===== config.mk =====
export PLATFORM = sky130hd
export DESIGN_NAME = bfla_carver
export DESIGN_NICKNAME = d
export VERILOG_FILES = /design/src/bfla_pkg.sv /design/src/bfla_carver.sv
export SDC_FILE = /design/constraint.sdc
export NUM_CORES = 1
export LEC_CHECK = 0
export BUFFER_PORTS_ARGS = -buffer_cell sky130_fd_sc_hd__buf_2
export CORE_UTILIZATION = 35
export CTS_CLUSTER_SIZE = 16
export DETAILED_ROUTE_END_ITERATION = 12
export GPL_TIMING_DRIVEN = 0
export REMOVE_ABC_BUFFERS = 1
export SKIP_LAST_GASP = 1
export SLEW_MARGIN = 20
export SYNTH_ARGS = -nofsm -noshare
export SYNTH_HDL_FRONTEND = slang
export SYNTH_SLANG_ARGS = --single-unit

===== constraint.sdc =====
create_clock -name aclk -period 2.97 [get_ports aclk]
set_clock_uncertainty 0.1 [all_clocks]
set_input_delay 0.594 -clock aclk [delete_from_list [all_inputs] [get_ports aclk]]
set_output_delay 0.594 -clock aclk [all_outputs]
set_load 0.02 [all_outputs]

===== src/bfla_pkg.sv =====
// Shared types, constants and codes for the block refill free list allocator.
package bfla_pkg;

    localparam int SLOT_W     = 12;
    localparam int SLOT_SPACE = 4096;
    localparam int LINK_W     = SLOT_W + 1;
    localparam int SPACE_W    = SLOT_W + 1;

    localparam int SLOTS_PER_BLOCK_DEF = 512;
    localparam int POOL_BLOCKS_DEF     = 8;

    localparam logic OP_ALLOC = 1'b0;
    localparam logic OP_FREE  = 1'b1;

    localparam logic [1:0] STATUS_ALLOC     = 2'd0;
    localparam logic [1:0] STATUS_FREED     = 2'd1;
    localparam logic [1:0] STATUS_NULL      = 2'd2;
    localparam logic [1:0] STATUS_EXHAUSTED = 2'd3;

    typedef struct packed {
        logic              operation;
        logic [SLOT_W-1:0] slot_to_free;
        logic              null_pointer;
    } in_item_t;

    typedef struct packed {
        logic [SLOT_W-1:0] granted_slot;
        logic [1:0]        status;
    } out_item_t;

    // One write into the link memory; bit SLOT_W of data is the link valid bit.
    typedef struct packed {
        logic              en;
        logic [SLOT_W-1:0] addr;
        logic [LINK_W-1:0] data;
    } link_wr_t;

endpackage


===== src/bfla_carver.sv =====
// Block carver: walks one new block of slots and chains their links in order.
module bfla_carver #(
    parameter int SLOTS_PER_BLOCK = bfla_pkg::SLOTS_PER_BLOCK_DEF
) (
    input  logic                     aclk,
    input  logic                     aresetn,
    input  logic                     start,
    input  logic [bfla_pkg::SPACE_W-1:0] base,
    output bfla_pkg::link_wr_t       wr,
    output logic                     done
);
    import bfla_pkg::*;

    localparam logic [SPACE_W-1:0] SPAN = SPACE_W'(SLOTS_PER_BLOCK - 1);

    logic               busy_reg, busy_next;
    logic [SPACE_W-1:0] addr_reg, addr_next;
    logic [SPACE_W-1:0] last_reg, last_next;
    logic [SPACE_W-1:0] addr_inc;
    logic               at_last;

    // The single incrementer and compare are shared across every step of the walk.
    assign addr_inc = addr_reg + SPACE_W'(1);
    assign at_last  = (addr_reg == last_reg);

    always_comb begin
        wr.en   = busy_reg;
        wr.addr = addr_reg[SLOT_W-1:0];
        wr.data = at_last ? '0 : {1'b1, addr_inc[SLOT_W-1:0]};
        done    = busy_reg && at_last;

        busy_next = busy_reg;
        addr_next = addr_reg;
        last_next = last_reg;
        if (start) begin
            busy_next = 1'b1;
            addr_next = base + SPACE_W'(1);
            last_next = base + SPAN;
        end else if (busy_reg) begin
            addr_next = addr_inc;
            if (at_last) begin
                busy_next = 1'b0;
            end
        end
    end

    always_ff @(posedge aclk) begin
        if (!aresetn) begin
            busy_reg <= 1'b0;
        end else begin
            busy_reg <= busy_next;
        end
        addr_reg <= addr_next;
        last_reg <= last_next;
    end

endmodule


==> results.toml <==
[placed_design]
numPortBuffers = 42
place_congestion = 0.744
dpl.cell_count = 279
post-dp-hpwl_um = 3010

[clock_tree]
clock-sinks = 27
clk_latency_ns = 0.27
tritoncts = "yes"
cts_buffers = 3
clock_path_buffers = 2
ctsHoldBuffers = 0
clk_pin_slew_ns = 0.09
cts-root-buf = "clkbuf_8"
htreeDepth = 1

[setup_path]
slowest_delay_ns = 0.53
worstSetupPathType = "reg2out"
slowest_stage = "edfxtp_1"
worstSetupStartpointType = "flip-flop"
cp.arrival_ns = 1.95
worst-path-buf-inv = 2
crit_chain = "xnor2_1 -> nand4_1 -> nor4_4 -> buf_4 -> and2_1 -> buf_2"
required_ns = 2.28
worstPathMaxFanout = 9
cp-end-kind = "output port"
critPathTopFamily = "simple AND/OR/NAND/NOR gates"

[floorplan]
design.die.area_mm2 = 0.00592
die_y_um = 76.9
core_area_mm2 = 0.00527
start_util_pct = 37.3
rows = 26
die_x_um = 76.9
ioPinCount = 43

[cells_and_area]
final_nets = 235
fillers = 542
drive_gt1_share_pct = 27.4
synthToLayoutAreaGrowth_pct = 10.1
final_common_cell = "buf_2"
final_cells = 285
antennaDiodeCount = 0
final_cell_mix = "buf_2, xnor2_1, edfxtp_1"

[detailed_routing]
routed_wl_um = 3830
detail-route-antenna-nets = 0
via_per_inst = 4.73
drtPass1Iterations = 4
drt_first_iter_violations = 101
drc = 0
dr_total_vias = 1347
post_drt_wl_per_cell_um = 13.4

[synthesis]
async_reset_ff_share_pct = 0
synth_seq_area_share_pct = 40.8
synthTopCellsByArea = "edfxtp_1, xnor2_1, xor2_1, mux2i_1, buf_4"
synthAdderAreaFrac_pct = 1.91
synthMuxAreaShare_pct = 6.18
synth_top_family_by_area = "XOR/XNOR gates"
yosys.area.top_type_share_pct = 39.7
synth_simple_gate_area_share_pct = 19.4
ys.flop_type = "edfxtp_1"
yosysWarnings = 0
syn_area_mm2 = 0.00196
synth-xor-area-share_pct = 20.5
synthDistinctLibCells = 30
synth.ff_latch_count = 27
avgSynthCellArea_um2 = 10.3
synth_edf_count = 26
synth_compound_area_share_pct = 1.72
yosysTopAreaCell = "edfxtp_1"
syn-instance-count = 190

[sta]
finalMaxSlewViolations = 0
rsz0062_at_grt = "no"
slew_headroom_pct = 56.2
fmax_ghz = 0.378
setup_violations = 0
setup-tns-final_ns = 0
hold_violations = 0
worst_slew_pin_slew_ns = 0.657
min_period_over_period_pct = 89.0
layout_min_cycle_time_ns = 2.64
whs_ns = 0.425

[hold_path]
hold_class = "in2reg"

[grt]
grt_max_degree = 29
antenna_found_initial = 0
track_usage_pct = 13.5
grt_pass1_vias = 1248
gr-total-overflow = 0
grt_pass1_wl_um = 6150

[status]
outcome = "finished, final reports clean"

[job]
drv_cap = 0

[pwr]
power_density_mw_per_mm2 = 486
ir_worst_vdd_mv = 0.225
total_leakage_power_nw = 0.818
==> cell families (layout without fill, tap and decap cells) <==
group                    Yosys count  count (layout)
flip-flops                        27              27
AND/OR/NAND/NOR                   67              67
AO/OA/AOI/OAI                      5               5
buffers and inverters             30              55
multiplexers                      12              12
XOR/XNOR                          46              46
adder cells (fa/ha/maj)            3               3
==> synthesized netlist by cell type, drive strengths merged (2+ instances only) <==
master   n
ha       3
nor4     4
edfxtp  26
nor2b    3
nand3   12
mux2i   11
xor2    13
a21oi    2
clkbuf   2
inv      7
nand2   11
nor3    12
a31oi    2
buf     21
nand4    5
nor2    17
xnor2   33
==> per-stage QoR <==
step | cell area, um2 | setup slack, ns | utilization [%] | power [W]
3_3_place_gp | 2100 | 0.288 | 39.9 | 0.000852
2_1_floorplan | 1800 | 0.519 | - | 0.000734
5_1_grt | 2160 | 0.182 | 41.0 | 0.00110
6_report | 2160 | 0.327 | 41.0 | 0.00105
3_5_place_dp | 2100 | 0.265 | 39.9 | 0.000854
4_1_cts | 2160 | 0.328 | 41.0 | 0.00106
==> repair_timing <==
action / in CTS / in global routing
setup buffers: 2 / 0
setup endpoints to repair: 1 / 0
resized for setup: 0 / 0
==> metal layers <==
metal | track usage [%] | share of wire [%] | up-vias
met5 | 0 | 0 | -
met4 | 4.62 | 1.1 | 0
met3 | 1.79 | 4.4 | 5
met2 | 20.9 | 44 | 41
met1 | 19.1 | 51 | 616
li1 | - | - | 685
==> path summary, 6_finish.rpt <==
kind,from,endpoint,slack [ns],cells past startpoint
max,addr_reg[4]$_DFFE_PP_,done,0.33,6
min,aresetn,busy_reg$_SDFF_PN0_,0.42,3
max reg2reg,addr_reg[2]$_DFFE_PP_,addr_reg[11]$_DFFE_PP_,1.21,4
min reg2reg,addr_reg[12]$_DFFE_PP_,addr_reg[12]$_DFFE_PP_,0.61,2
==> worst reg2reg max path: stages (launching register included) <==
cell and delay, ns:
edfxtp_1 0.54, nand3_1 0.28, nor3_1 0.30, xnor2_1 0.19, mux2i_1 0.10
==> area by class of cell <==
class                      count  area (um2)  share of cell area [%]
timing repair buffer          44         225                    10.4
tap                           70        87.6                    4.05
clock buffer                   3        41.3                    1.91
multi-input combinational    133         977                    45.2
sequential                    27         801                    37.0
clock inverter                 1        5.00                   0.231
inverter                       7        26.3                    1.21
==> report_power, final <==
| group | internal, W | total, W | switching (W) |
|---|---|---|---|
| Clock | 0.0000941 | 0.000209 | 0.000115 |
| Sequential | 0.000472 | 0.000523 | 0.0000519 |
| Combinational | 0.000128 | 0.000320 | 0.000191 |
| Total | 0.000694 | 0.00105 | 0.000358 |
(Power assumes the default switching activity.)
